--- config.mk ---
export PLATFORM = sky130hd
export DESIGN_NAME = rod_cutting_optimizer_top
export DESIGN_NICKNAME = d
export VERILOG_FILES = /design/src/rtl/rco_pkg.sv /design/src/rtl/rco_ram.sv /design/src/rtl/rco_ctrl.sv /design/src/rtl/rod_cutting_optimizer_top.sv
export SDC_FILE = /design/constraint.sdc
export NUM_CORES = 2
export LEC_CHECK = 0
export ABC_AREA = 1
export BUFFER_PORTS_ARGS = -buffer_cell sky130_fd_sc_hd__buf_4
export CELL_PAD_IN_SITES_DETAIL_PLACEMENT = 1
export CELL_PAD_IN_SITES_GLOBAL_PLACEMENT = 2
export CORE_MARGIN = 2
export CORE_UTILIZATION = 48
export CTS_CLUSTER_SIZE = 40
export DETAILED_ROUTE_END_ITERATION = 16
export PLACE_DENSITY = 0.86
export SETUP_SLACK_MARGIN = 0.2
export SLEW_MARGIN = 20
export SYNTH_ARGS = -nofsm -noshare
export SYNTH_HDL_FRONTEND = slang
export SYNTH_SLANG_ARGS = --single-unit
--- constraint.sdc ---
create_clock -name clk -period 14.1 [get_ports clk]
set_clock_uncertainty 0.05 [all_clocks]
set_input_delay 2.82 -clock clk [delete_from_list [all_inputs] [get_ports clk]]
set_output_delay 2.82 -clock clk [all_outputs]
set_load 0.02 [all_outputs]
--- src/rtl/rco_pkg.sv ---
// ----------------------------------------------------------------------------
// rco_pkg
// Shared widths, codes and sequencer states of the rod cutting optimizer.
// ----------------------------------------------------------------------------
`default_nettype none

package rco_pkg;

  // Field widths
  localparam int unsigned LEN_W   = 6;
  localparam int unsigned PRICE_W = 16;
  localparam int unsigned REV_W   = 22;

  // Default longest rod / piece length
  localparam int unsigned DEF_MAX_LEN = 32;

  // Input function codes
  localparam logic FUNC_LOAD  = 1'b0;
  localparam logic FUNC_SOLVE = 1'b1;

  // Result kind codes
  localparam logic KIND_REV = 1'b0;
  localparam logic KIND_CUT = 1'b1;

  // Sequencer states
  typedef enum logic [2:0] {
    ST_IDLE,
    ST_FILL,
    ST_WAIT,
    ST_REV,
    ST_CUT_RD,
    ST_CUT_DAT
  } rco_state_t;

endpackage : rco_pkg

`default_nettype wire

--- src/rtl/rco_ram.sv ---
// ----------------------------------------------------------------------------
// rco_ram
// Generic single-write, single-read RAM with a registered read port.
// ----------------------------------------------------------------------------
`default_nettype none

module rco_ram #(
  parameter int unsigned WIDTH = 16,
  parameter int unsigned DEPTH = 32,
  parameter int unsigned AW    = (DEPTH > 1) ? $clog2(DEPTH) : 1
) (
  input  wire logic             clk,
  input  wire logic             we,
  input  wire logic [AW-1:0]    waddr,
  input  wire logic [WIDTH-1:0] wdata,
  input  wire logic [AW-1:0]    raddr,
  output logic      [WIDTH-1:0] rdata
);

  logic [WIDTH-1:0] mem [DEPTH];

  // Write port
  always_ff @(posedge clk) begin
    if (we) begin
      mem[waddr] <= wdata;
    end
  end

  // Registered read port
  always_ff @(posedge clk) begin
    rdata <= mem[raddr];
  end

endmodule : rco_ram

`default_nettype wire

--- src/rtl/rco_ctrl.sv ---
// ----------------------------------------------------------------------------
// rco_ctrl
// Table-fill and cut-walk sequencer: reads price and revenue entries, keeps
// the running maximum, writes each row back and drives the result register.
// ----------------------------------------------------------------------------
`default_nettype none

module rco_ctrl #(
  parameter int unsigned MAX_LEN = rco_pkg::DEF_MAX_LEN,
  parameter int unsigned LW      = $clog2(MAX_LEN + 1),
  parameter int unsigned AW      = (MAX_LEN > 1) ? $clog2(MAX_LEN) : 1
) (
  input  wire logic                       clk,
  input  wire logic                       rst_n,
  // Input channel (control part)
  input  wire logic                       in_valid,
  output logic                            in_ready,
  input  wire logic                       in_func,
  input  wire logic [rco_pkg::LEN_W-1:0]  in_rod_length,
  // Result channel
  output logic                            out_valid,
  input  wire logic                       out_ready,
  output logic                            out_kind,
  output logic [rco_pkg::REV_W-1:0]       out_value,
  output logic                            out_last,
  // Price memory read port
  output logic [AW-1:0]                   pr_raddr,
  input  wire logic [rco_pkg::PRICE_W-1:0] pr_rdata,
  // Revenue and first-cut memories
  output logic [AW-1:0]                   rv_raddr,
  input  wire logic [rco_pkg::REV_W-1:0]  rv_rdata,
  output logic                            row_we,
  output logic [AW-1:0]                   row_waddr,
  output logic [rco_pkg::REV_W-1:0]       rv_wdata,
  output logic [LW-1:0]                   ct_wdata,
  output logic [AW-1:0]                   ct_raddr,
  input  wire logic [LW-1:0]              ct_rdata
);

  import rco_pkg::*;

  rco_state_t state_r, state_nxt;

  logic [LW-1:0]    len_r,  len_nxt;
  logic [LW-1:0]    j_r,    j_nxt;
  logic [LW-1:0]    i_r,    i_nxt;
  logic             rd_vld_r, rd_vld_nxt;
  logic [LW-1:0]    rd_i_r, rd_i_nxt;
  logic [REV_W-1:0] best_r, best_nxt;
  logic [LW-1:0]    cut_r,  cut_nxt;

  logic             out_valid_r, out_valid_nxt;
  logic             out_kind_r,  out_kind_nxt;
  logic [REV_W-1:0] out_value_r, out_value_nxt;
  logic             out_last_r,  out_last_nxt;

  logic [LW-1:0]    len_sat;
  logic [REV_W-1:0] rv_term;
  logic [REV_W:0]   sum;
  logic [REV_W-1:0] cand;
  logic             take;
  logic [REV_W-1:0] best_upd;
  logic [LW-1:0]    cut_upd;
  logic [LW-1:0]    cut_v;
  logic             out_free;
  logic [LW-1:0]    rv_idx;
  logic [LW-1:0]    j_m1;
  logic [LW-1:0]    i_m1;

  // Clamp the requested rod length to the table size
  assign len_sat = (in_rod_length > LEN_W'(MAX_LEN)) ? LW'(MAX_LEN)
                                                     : in_rod_length[LW-1:0];

  // Memory addresses: entry n lives at address n-1
  assign i_m1     = i_r - LW'(1);
  assign j_m1     = j_r - LW'(1);
  assign rv_idx   = j_r - i_r - LW'(1);
  assign pr_raddr = i_m1[AW-1:0];
  assign rv_raddr = rv_idx[AW-1:0];
  assign ct_raddr = j_m1[AW-1:0];

  // Candidate revenue for cut rd_i_r; the remaining length zero adds nothing
  assign rv_term  = (rd_i_r == j_r) ? '0 : rv_rdata;
  assign sum      = {{(REV_W + 1 - PRICE_W){1'b0}}, pr_rdata} + {1'b0, rv_term};
  assign cand     = sum[REV_W-1:0];
  assign take     = (rd_i_r == LW'(1)) || (cand > best_r);
  assign best_upd = take ? cand : best_r;
  assign cut_upd  = take ? rd_i_r : cut_r;

  // Write the finished row while the last candidate is compared
  assign row_we    = rd_vld_r && (state_r == ST_WAIT);
  assign row_waddr = j_m1[AW-1:0];
  assign rv_wdata  = best_upd;
  assign ct_wdata  = cut_upd;

  // Guard the walk against a cut that would overrun the remaining length
  assign cut_v = ((ct_rdata == '0) || (ct_rdata > j_r)) ? j_r : ct_rdata;

  assign out_free = !out_valid_r || out_ready;
  assign in_ready = (state_r == ST_IDLE);

  // Next state and datapath control
  always_comb begin
    state_nxt     = state_r;
    len_nxt       = len_r;
    j_nxt         = j_r;
    i_nxt         = i_r;
    rd_vld_nxt    = 1'b0;
    rd_i_nxt      = rd_i_r;
    best_nxt      = best_r;
    cut_nxt       = cut_r;
    out_valid_nxt = out_ready ? 1'b0 : out_valid_r;
    out_kind_nxt  = out_kind_r;
    out_value_nxt = out_value_r;
    out_last_nxt  = out_last_r;

    // Fold the candidate read last cycle into the running maximum
    if (rd_vld_r) begin
      best_nxt = best_upd;
      cut_nxt  = cut_upd;
    end

    unique case (state_r)
      ST_IDLE: begin
        if (in_valid && (in_func == FUNC_SOLVE)) begin
          len_nxt = len_sat;
          j_nxt   = LW'(1);
          i_nxt   = LW'(1);
          if (len_sat == '0) begin
            best_nxt  = '0;
            state_nxt = ST_REV;
          end else begin
            state_nxt = ST_FILL;
          end
        end
      end
      ST_FILL: begin
        // Issue reads for cut i_r of row j_r
        rd_vld_nxt = 1'b1;
        rd_i_nxt   = i_r;
        if (i_r == j_r) begin
          state_nxt = ST_WAIT;
        end else begin
          i_nxt = i_r + LW'(1);
        end
      end
      ST_WAIT: begin
        if (j_r == len_r) begin
          state_nxt = ST_REV;
        end else begin
          j_nxt     = j_r + LW'(1);
          i_nxt     = LW'(1);
          state_nxt = ST_FILL;
        end
      end
      ST_REV: begin
        if (out_free) begin
          out_valid_nxt = 1'b1;
          out_kind_nxt  = KIND_REV;
          out_value_nxt = best_r;
          out_last_nxt  = (len_r == '0);
          j_nxt         = len_r;
          state_nxt     = (len_r == '0) ? ST_IDLE : ST_CUT_RD;
        end
      end
      ST_CUT_RD: begin
        state_nxt = ST_CUT_DAT;
      end
      ST_CUT_DAT: begin
        if (out_free) begin
          out_valid_nxt = 1'b1;
          out_kind_nxt  = KIND_CUT;
          out_value_nxt = REV_W'(cut_v);
          out_last_nxt  = (cut_v == j_r);
          j_nxt         = j_r - cut_v;
          state_nxt     = (cut_v == j_r) ? ST_IDLE : ST_CUT_RD;
        end
      end
      default: begin
        state_nxt = ST_IDLE;
      end
    endcase
  end

  // Control registers
  always_ff @(posedge clk) begin
    if (!rst_n) begin
      state_r     <= ST_IDLE;
      rd_vld_r    <= 1'b0;
      out_valid_r <= 1'b0;
    end else begin
      state_r     <= state_nxt;
      rd_vld_r    <= rd_vld_nxt;
      out_valid_r <= out_valid_nxt;
    end
  end

  // Payload registers
  always_ff @(posedge clk) begin
    len_r       <= len_nxt;
    j_r         <= j_nxt;
    i_r         <= i_nxt;
    rd_i_r      <= rd_i_nxt;
    best_r      <= best_nxt;
    cut_r       <= cut_nxt;
    out_kind_r  <= out_kind_nxt;
    out_value_r <= out_value_nxt;
    out_last_r  <= out_last_nxt;
  end

  assign out_valid = out_valid_r;
  assign out_kind  = out_kind_r;
  assign out_value = out_value_r;
  assign out_last  = out_last_r;

endmodule : rco_ctrl

`default_nettype wire

--- src/rtl/rod_cutting_optimizer_top.sv ---
// Sequence: a solve of length L first fills the tables row by row (one cut per
// cycle, set by the single read port of each memory), then returns the revenue
// and then each cut piece, reading its first-cut entry before it is sent.
// Throughput: one load per cycle while idle; no new item until a solve is done.
// Reset: synchronous, active low; clears the sequencer and the result valid.
// The memories are not cleared; prices must be loaded before they are used.
// ----------------------------------------------------------------------------
// rod_cutting_optimizer_top
// Bottom-up rod cutting solver with price, revenue and first-cut memories.
// ----------------------------------------------------------------------------
`default_nettype none

module rod_cutting_optimizer_top #(
  parameter int unsigned MAX_LEN = rco_pkg::DEF_MAX_LEN
) (
  input  wire logic                        clk,
  input  wire logic                        rst_n,
  input  wire logic                        in_valid,
  output logic                             in_ready,
  input  wire logic                        in_func,
  input  wire logic [rco_pkg::LEN_W-1:0]   in_piece_len,
  input  wire logic [rco_pkg::PRICE_W-1:0] in_piece_price,
  input  wire logic [rco_pkg::LEN_W-1:0]   in_rod_length,
  output logic                             out_valid,
  input  wire logic                        out_ready,
  output logic                             out_kind,
  output logic [rco_pkg::REV_W-1:0]        out_value,
  output logic                             out_last
);

  import rco_pkg::*;

  localparam int unsigned LW = $clog2(MAX_LEN + 1);
  localparam int unsigned AW = (MAX_LEN > 1) ? $clog2(MAX_LEN) : 1;

  logic               pr_we;
  logic [LEN_W-1:0]   pr_widx;
  logic [AW-1:0]      pr_raddr;
  logic [PRICE_W-1:0] pr_rdata;
  logic [AW-1:0]      rv_raddr;
  logic [REV_W-1:0]   rv_rdata;
  logic               row_we;
  logic [AW-1:0]      row_waddr;
  logic [REV_W-1:0]   rv_wdata;
  logic [LW-1:0]      ct_wdata;
  logic [AW-1:0]      ct_raddr;
  logic [LW-1:0]      ct_rdata;

  // Store a price on an accepted load with a length inside the table
  assign pr_widx = in_piece_len - LEN_W'(1);
  assign pr_we   = in_valid && in_ready && (in_func == FUNC_LOAD) &&
                   (in_piece_len != '0) && (in_piece_len <= LEN_W'(MAX_LEN));

  rco_ram #(
    .WIDTH (PRICE_W),
    .DEPTH (MAX_LEN),
    .AW    (AW)
  ) u_price_ram (
    .clk   (clk),
    .we    (pr_we),
    .waddr (pr_widx[AW-1:0]),
    .wdata (in_piece_price),
    .raddr (pr_raddr),
    .rdata (pr_rdata)
  );

  rco_ram #(
    .WIDTH (REV_W),
    .DEPTH (MAX_LEN),
    .AW    (AW)
  ) u_rev_ram (
    .clk   (clk),
    .we    (row_we),
    .waddr (row_waddr),
    .wdata (rv_wdata),
    .raddr (rv_raddr),
    .rdata (rv_rdata)
  );

  rco_ram #(
    .WIDTH (LW),
    .DEPTH (MAX_LEN),
    .AW    (AW)
  ) u_cut_ram (
    .clk   (clk),
    .we    (row_we),
    .waddr (row_waddr),
    .wdata (ct_wdata),
    .raddr (ct_raddr),
    .rdata (ct_rdata)
  );

  rco_ctrl #(
    .MAX_LEN (MAX_LEN),
    .LW      (LW),
    .AW      (AW)
  ) u_ctrl (
    .clk           (clk),
    .rst_n         (rst_n),
    .in_valid      (in_valid),
    .in_ready      (in_ready),
    .in_func       (in_func),
    .in_rod_length (in_rod_length),
    .out_valid     (out_valid),
    .out_ready     (out_ready),
    .out_kind      (out_kind),
    .out_value     (out_value),
    .out_last      (out_last),
    .pr_raddr      (pr_raddr),
    .pr_rdata      (pr_rdata),
    .rv_raddr      (rv_raddr),
    .rv_rdata      (rv_rdata),
    .row_we        (row_we),
    .row_waddr     (row_waddr),
    .rv_wdata      (rv_wdata),
    .ct_wdata      (ct_wdata),
    .ct_raddr      (ct_raddr),
    .ct_rdata      (ct_rdata)
  );

endmodule : rod_cutting_optimizer_top

`default_nettype wire
==> After elaboration in Yosys (flattened, before gate mapping) <==
Memory sizes are Yosys's and may differ from the RTL's. A register that Yosys moved wholly into a read port is not among the register bits.
Index checks and enable logic that the tools add are counted.
{ "classes": {"addsub": 9, "order_cmp": 4, "eq_ne": 16, "mux": 43, "bitwise": 1, "reduce_logical": 24} }
{ "ops": {"columns": ["op", "n"], "rows": [
  ["$mux W22", 8],
  ["$mux W6", 9],
  ["$pmux W22 S2", 1],
  ["$eq A6 B6 Y1", 4],
  ["$pmux W6 S4", 1],
  ["$add A16 B22 Y22", 1],
  ["$gt A22 B22 Y1", 1],
  ["$sub A5 B1 Y5 const B", 4],
  ["$logic_not A6 Y1", 3],
  ["$mux W3", 6],
  ["$pmux W3 S6", 1],
  ["$pmux W6 S3", 1],
  ["$add A6 B1 Y6 const B", 2],
  ["$mux W1", 12],
  ["$ne A2 B1 Y1 const B", 4],
  ["$reduce_and A4 Y1", 2],
  ["$eq A3 B2 Y1 const B", 2],
  ["$eq A3 B3 Y1 const B", 2],
  ["$eq A6 B1 Y1 const B", 1],
  ["$gt A6 B6 Y1", 1],
  ["$gt A6 B6 Y1 const B", 1],
  ["$le A6 B6 Y1 const B", 1],
  ["$logic_and A1 B1 Y1", 6],
  ["$reduce_bool A6 Y1", 1],
  ["17 further kinds", 22]
]} }
{ "word_totals": {"register_bits": 81, "mem_bits_rw": 1408, "in_bits": 33, "output_inout_bits": 26, "elab_cells": 112, "memories": 3} }
{ "memory_table": {"columns": ["memory", "depth", "width", "rd", "rd_ports_with_merged_regs", "wr", "line_no", "rtl"], "rows": [
  ["u_rev_ram.mem", 32, 22, 1, 1, 1, "rco_ram.sv:20", "logic [WIDTH-1:0] mem [DEPTH];"],
  ["u_price_ram.mem", 32, 16, 1, 1, 1, "rco_ram.sv:20", null],
  ["u_cut_ram.mem", 32, 6, 1, 1, 1, "rco_ram.sv:20", null]
]} }

==> Longest topological paths before layout <==
{ "logic_depth": {"ltp_word": 10, "depth_mapped": 38, "mapped_depth_nobuf": 34} }

==> Cells and area by module <==
From an unflattened synthesis, not the netlist that was laid out.
{ "hier_totals": {"cells_unflattened": 5822, "area_unflattened_um2": 64872.2} }
{ "by_module_without_submodules": {"columns": ["module", "instances", "cells_per_inst", "area_each_um2", "seq_area_each_um2"], "rows": [
  ["rco_ram at u_rev_ram", 1, 2446, 28900.2, 21580.7],
  ["rco_ram at u_price_ram", 1, 1794, 21301.7, 15695.1],
  ["rco_ram at u_cut_ram", 1, 704, 8077.7, 5885.6],
  ["rco_ctrl", 1, 856, 6470.0, 2162.1],
  ["rod_cutting_optimizer_top", 1, 22, 122.6, 0.0]
]} }

==> Worst setup path before layout <==
Ideal clock, no wire load.
{ "synth_timing": {"kind": "register to register", "from": "reg u_ctrl.j_r[1]", "to": "reg u_ctrl.cut_r[0] (data pin)", "setup_time_ps": 462, "arrival_time_ps": 5657, "path_slack_ps": 7931, "stages_incl_launch_ff": 34, "n_path_buf": 4, "period_less_slack_ps": 6169, "cell_sequence": "edfxtp_1 inv_1 nand2_1 nand2_1 nor2_1 nand3_2 buf_4 inv_1 clkbuf_1 nor2_1 ha_1 a21oi_1 nand2_1 nand2_1 nand3_1 nand2_1 nor2_1 o21ai_0 nand2_1 nand2_1 inv_1 ha_1 nand2_1 nor2_1 nand2_1 nor3_1 nand2_1 nand3_1 nand2_1 nand2_1 buf_2 clkinv_1 buf_2 o21ai_0"} }
{ "synth_via": {"elab_chain_cells": 6} }
{ "synth_rtl": {"columns": ["element", "line_no", "rtl"], "rows": [
  ["start: declaration", "rco_ctrl.sv:45", "logic [LW-1:0] j_r, j_nxt;"],
  ["start signal: assignment", "rco_ctrl.sv:201", "j_r <= j_nxt;"],
  ["$eq A6 B6 Y1", "rco_ctrl.sv:83", "assign rv_term = (rd_i_r == j_r) ? '0 : rv_rdata;"],
  ["$mux W22", "rco_ctrl.sv:83", null],
  ["$add A16 B22 Y22", "rco_ctrl.sv:84", "assign sum = {{(REV_W + 1 - PRICE_W){1'b0}}, pr_rdata} + {1'b0, rv_term};"],
  ["$gt A22 B22 Y1", "rco_ctrl.sv:86", "assign take = (rd_i_r == LW'(1)) || (cand > best_r);"],
  ["$logic_or A1 B1 Y1", "rco_ctrl.sv:86", null],
  ["$mux W6", "rco_ctrl.sv:88", "assign cut_upd = take ? rd_i_r : cut_r;"],
  ["named net ct_wdata[0]", "rod_cutting_optimizer_top.sv:45", "logic [LW-1:0] ct_wdata;"],
  ["end signal: assignment", "rco_ctrl.sv:205", "cut_r <= cut_nxt;"],
  ["end: declaration", "rco_ctrl.sv:50", "logic [LW-1:0] cut_r, cut_nxt;"]
]} }
The timed path passes the listed nets, and every way through them passes these cells.
A chain may end at the register's enable or synchronous reset.

==> Final worst setup path <==
{ "layout_timing": {"from": "reg u_ctrl.j_r[1]", "to": "mem u_rev_ram.mem[7][19] (netlist name) (data pin)"} }
{ "layout_via": {"elab_chain_cells": 6} }
{ "layout_rtl": {"columns": ["element", "line_no", "rtl"], "rows": [
  ["$eq A6 B6 Y1 *", "rco_ctrl.sv:83", null],
  ["$mux W22 *", "rco_ctrl.sv:83", null],
  ["$add A16 B22 Y22 *", "rco_ctrl.sv:84", null],
  ["$gt A22 B22 Y1", "rco_ctrl.sv:86", null],
  ["$logic_or A1 B1 Y1", "rco_ctrl.sv:86", null],
  ["$mux W22 *", "rco_ctrl.sv:87", "assign best_upd = take ? cand : best_r;"],
  ["named net rv_wdata[19]", "rod_cutting_optimizer_top.sv:44", "logic [REV_W-1:0] rv_wdata;"],
  ["end: declaration", "rco_ram.sv:20", null]
]} }
The timed path passes the listed nets; every way through them passes the cells marked *.

==> qor.txt <==
Die ar.: 0.133 mm²
combinational power share: 39.3%
critical path launch point type: flop
wire per inst: 28.9 µm
critical path class: flop to flop
Cell Area, Synth: 0.0623 mm²
first-pass GRT wire length: 291000 µm
Power Density: 255 mW/mm²
Vias: 42300
Synth Net Count: 5099
RSZ-0062 raised after global routing: no
Port Buffers: 58
number of global-route vias before repair: 43700
# setup viols final: 0
Max Freq: 0.143 GHz
PostCTS Resize Cnt: 0
largest net degree at the start of global routing: 202
worst path required time: 14.51 ns
CTS H-tree lvls: 4
Reg clk slew, reported paths: 0.06 ns
Worst path max stage delay: 0.74 ns
final hold viol count: 0
layout cell share with drive strength beyond 1: 9.37%
synthesized area per cell: 12.5 µm²
sequential power share: 37.6%
count of hold buffers inserted by post-cts repair: 0
NumNets Final: 5129
Routed Antenna Nets: 0
Unique masters post-synth: 48
CTS tree: built
crit path time final: 6.99 ns
routed wire length: 200000 µm
# rows: 132
setup tns final: 0 ns
starting density of the core: 48.2%
Sw Pwr: 7250 µW
number of top-level pins: 59
status: completed
All-Layer GR Usage: 30.1%
CP max-delay cell: nand2_1
main flop type after synthesis: edfxtp_1
drt drc: 0
period utilization: 49.6%
Slew Limit Fails: 0
Synth Register Bits: 1533
Ys Warns: 0
total setup buffers inserted after CTS: 0
Peak VDD IR: 0.000231 V
path type of the worst min-delay path: flop to flop
number of flops mapped to enable cells by yosys: 1462
Worst Tran Pin Value: 1.09 ns
routability cong.: 0.889
worst skew pair latency: 0.80 ns
cell family with the largest share of critical-path delay: simple AND/OR/NAND/NOR gates
area grow syn2layout: 12.7%
Max Buffers Root-to-Sink: 3
initial antenna violation count: 3
DRT iter0 DRCs: 4561
hpwl dp: 112000 µm
Post-Synthesis Cells: 5002
Core ar.: 0.129 mm²
WHS: 0.489 ns
Sw Share: 40.5%
Worst slew margin: 27.1%
DRT Pass-1 Iters: 5
CP arrival: 7.40 ns
Buf+Inv Stages, Crit Path: 5
DP Worst Slack: 7.36 ns
CP endpoint kind: flop
GRT overflow: 0
Die Width: 364 µm
root buf cell: clkbuf_16
Final Cell Area: 0.0702 mm²
DR vias/cell: 6.12
Crit path top cell by count: nand2_1
CTS Buf Count: 159
dpl cell area: 0.0651 mm²
Sink Count: 1533
post-layout worst setup margin: 7.11 ns
P_int: 10600 µW
Die Span Y: 364 µm
sequential area share after synthesis: 72.7%
critical-path maximum fanout: 37
Lkg Pwr: 0.0238 µW
part of the power in the clock network: 23.1%
asr flop ratio synth: 0%
max_cap viols: 0
## stage by stage
stage	cells	util (%)	total power, µW
2_1_floorplan	5002	-	11000
3_3_place_gp	6611	50.4	13400
3_5_place_dp	6613	50.4	13700
4_1_cts	6909	54.3	17800
5_1_grt	6909	54.4	18700
6_report	6910	54.4	17900
## cells in the mapped netlist, types with 4 or more instances
cell type | instances | area [µm²]
a32o_1 | 22 | 220
xnor2_1 | 11 | 96.3
o221ai_1 | 145 | 1270
o211ai_1 | 39 | 293
dfxtp_1 | 71 | 1420
nand3_1 | 317 | 1590
ha_1 | 61 | 763
nor2_1 | 716 | 2690
buf_1 | 23 | 86.3
a31oi_1 | 18 | 113
xor2_1 | 18 | 158
nand4_1 | 7 | 43.8
a22oi_1 | 6 | 45.0
o21ai_0 | 726 | 3630
nor3_1 | 14 | 70.1
a21o_1 | 6 | 45.0
inv_1 | 273 | 1020
nor4_1 | 8 | 50.1
a21oi_1 | 189 | 946
inv_2 | 7 | 26.3
buf_4 | 4 | 30.0
nand2_1 | 433 | 1630
edfxtp_1 | 1462 | 43900
o21ai_1 | 10 | 50.1
buf_2 | 40 | 200
clkbuf_1 | 237 | 890
o22ai_1 | 103 | 644
## area by class of cell
type                            count  area [µm²]
Antenna cell                        1        2.50
Tap cell                         1742        2180
Clock buffer                      203        4260
Fill cell                       13000       58900
Multi-Input combinational cell   2880       15200
Sequential cell                  1533       45300
Timing Repair Buffer              175        1370
Clock inverter                     93         787
Inverter                          283        1090
## metal layers
| metal | up-vias | routed length, µm | global-route usage, % |
|---|---|---|---|
| met5 | - | 0 | 0 |
| met3 | 455 | 14300 | 4.69 |
| met4 | 0 | 9050 | 12.8 |
| met1 | 21600 | 77700 | 38.1 |
| li1 | 18400 | - | - |
| met2 | 1831 | 98800 | 51.5 |
## registers in the layout, indices dropped and copies added (netlist names), 16 cells and up
| name | cells |
|---|---|
| u_rev_ram.rdata | 22 |
| u_ctrl.best_r | 22 |
| u_cut_ram.mem | 192 |
| u_price_ram.mem | 512 |
| u_ctrl.out_value | 22 |
| u_price_ram.rdata | 16 |
| u_rev_ram.mem | 704 |
## cell usage in the layout, fill, tap and decap left out, types with 39 or more instances in the layout
cell	n
edfxtp_1	1462
o21ai_0	705
nor2_1	683
nand2_1	432
nand3_1	317
inv_1	267
a21oi_1	189
buf_4	171
clkbuf_16	161
o221ai_1	145
o22ai_1	103
dfxtp_1	71
ha_1	59
clkinv_1	42
o211ai_1	39
## kinds of logic after synthesis
| kind of cell | Yosys count | synth area share [%] |
|---|---|---|
| AND/OR/NAND/NOR | 1505 | 9.88 |
| buffers and inverters | 589 | 3.67 |
| flip-flops | 1533 | 72.7 |
| AO/OA/AOI/OAI | 1277 | 11.8 |
| adder cells (fa/ha/maj) | 64 | 1.32 |
| XOR/XNOR | 34 | 0.556 |
## power groups by stage
stage                     Sequential [µW]  Clock [µW]  Combinational (µW)
after floorplan                      6790           0                4180
after global placement               6820           0                6590
after detailed placement             6830           0                6830
after CTS                            6740        4160                6910
after global routing                 6740        4320                7670
final                                6730        4120                7040
## final timing paths
path            startpoint                    to  slack, ns  depth (start not counted)
max          u_ctrl.j_r[1]  u_rev_ram.mem[7][19]       7.11                         32
min reg2reg  u_ctrl.i_r[4]      u_ctrl.rd_i_r[4]       0.49                          0
min          u_ctrl.i_r[4]      u_ctrl.rd_i_r[4]       0.49                          0
max reg2reg  u_ctrl.j_r[1]  u_rev_ram.mem[7][19]       7.11                         32
(Power assumes the default switching activity.)
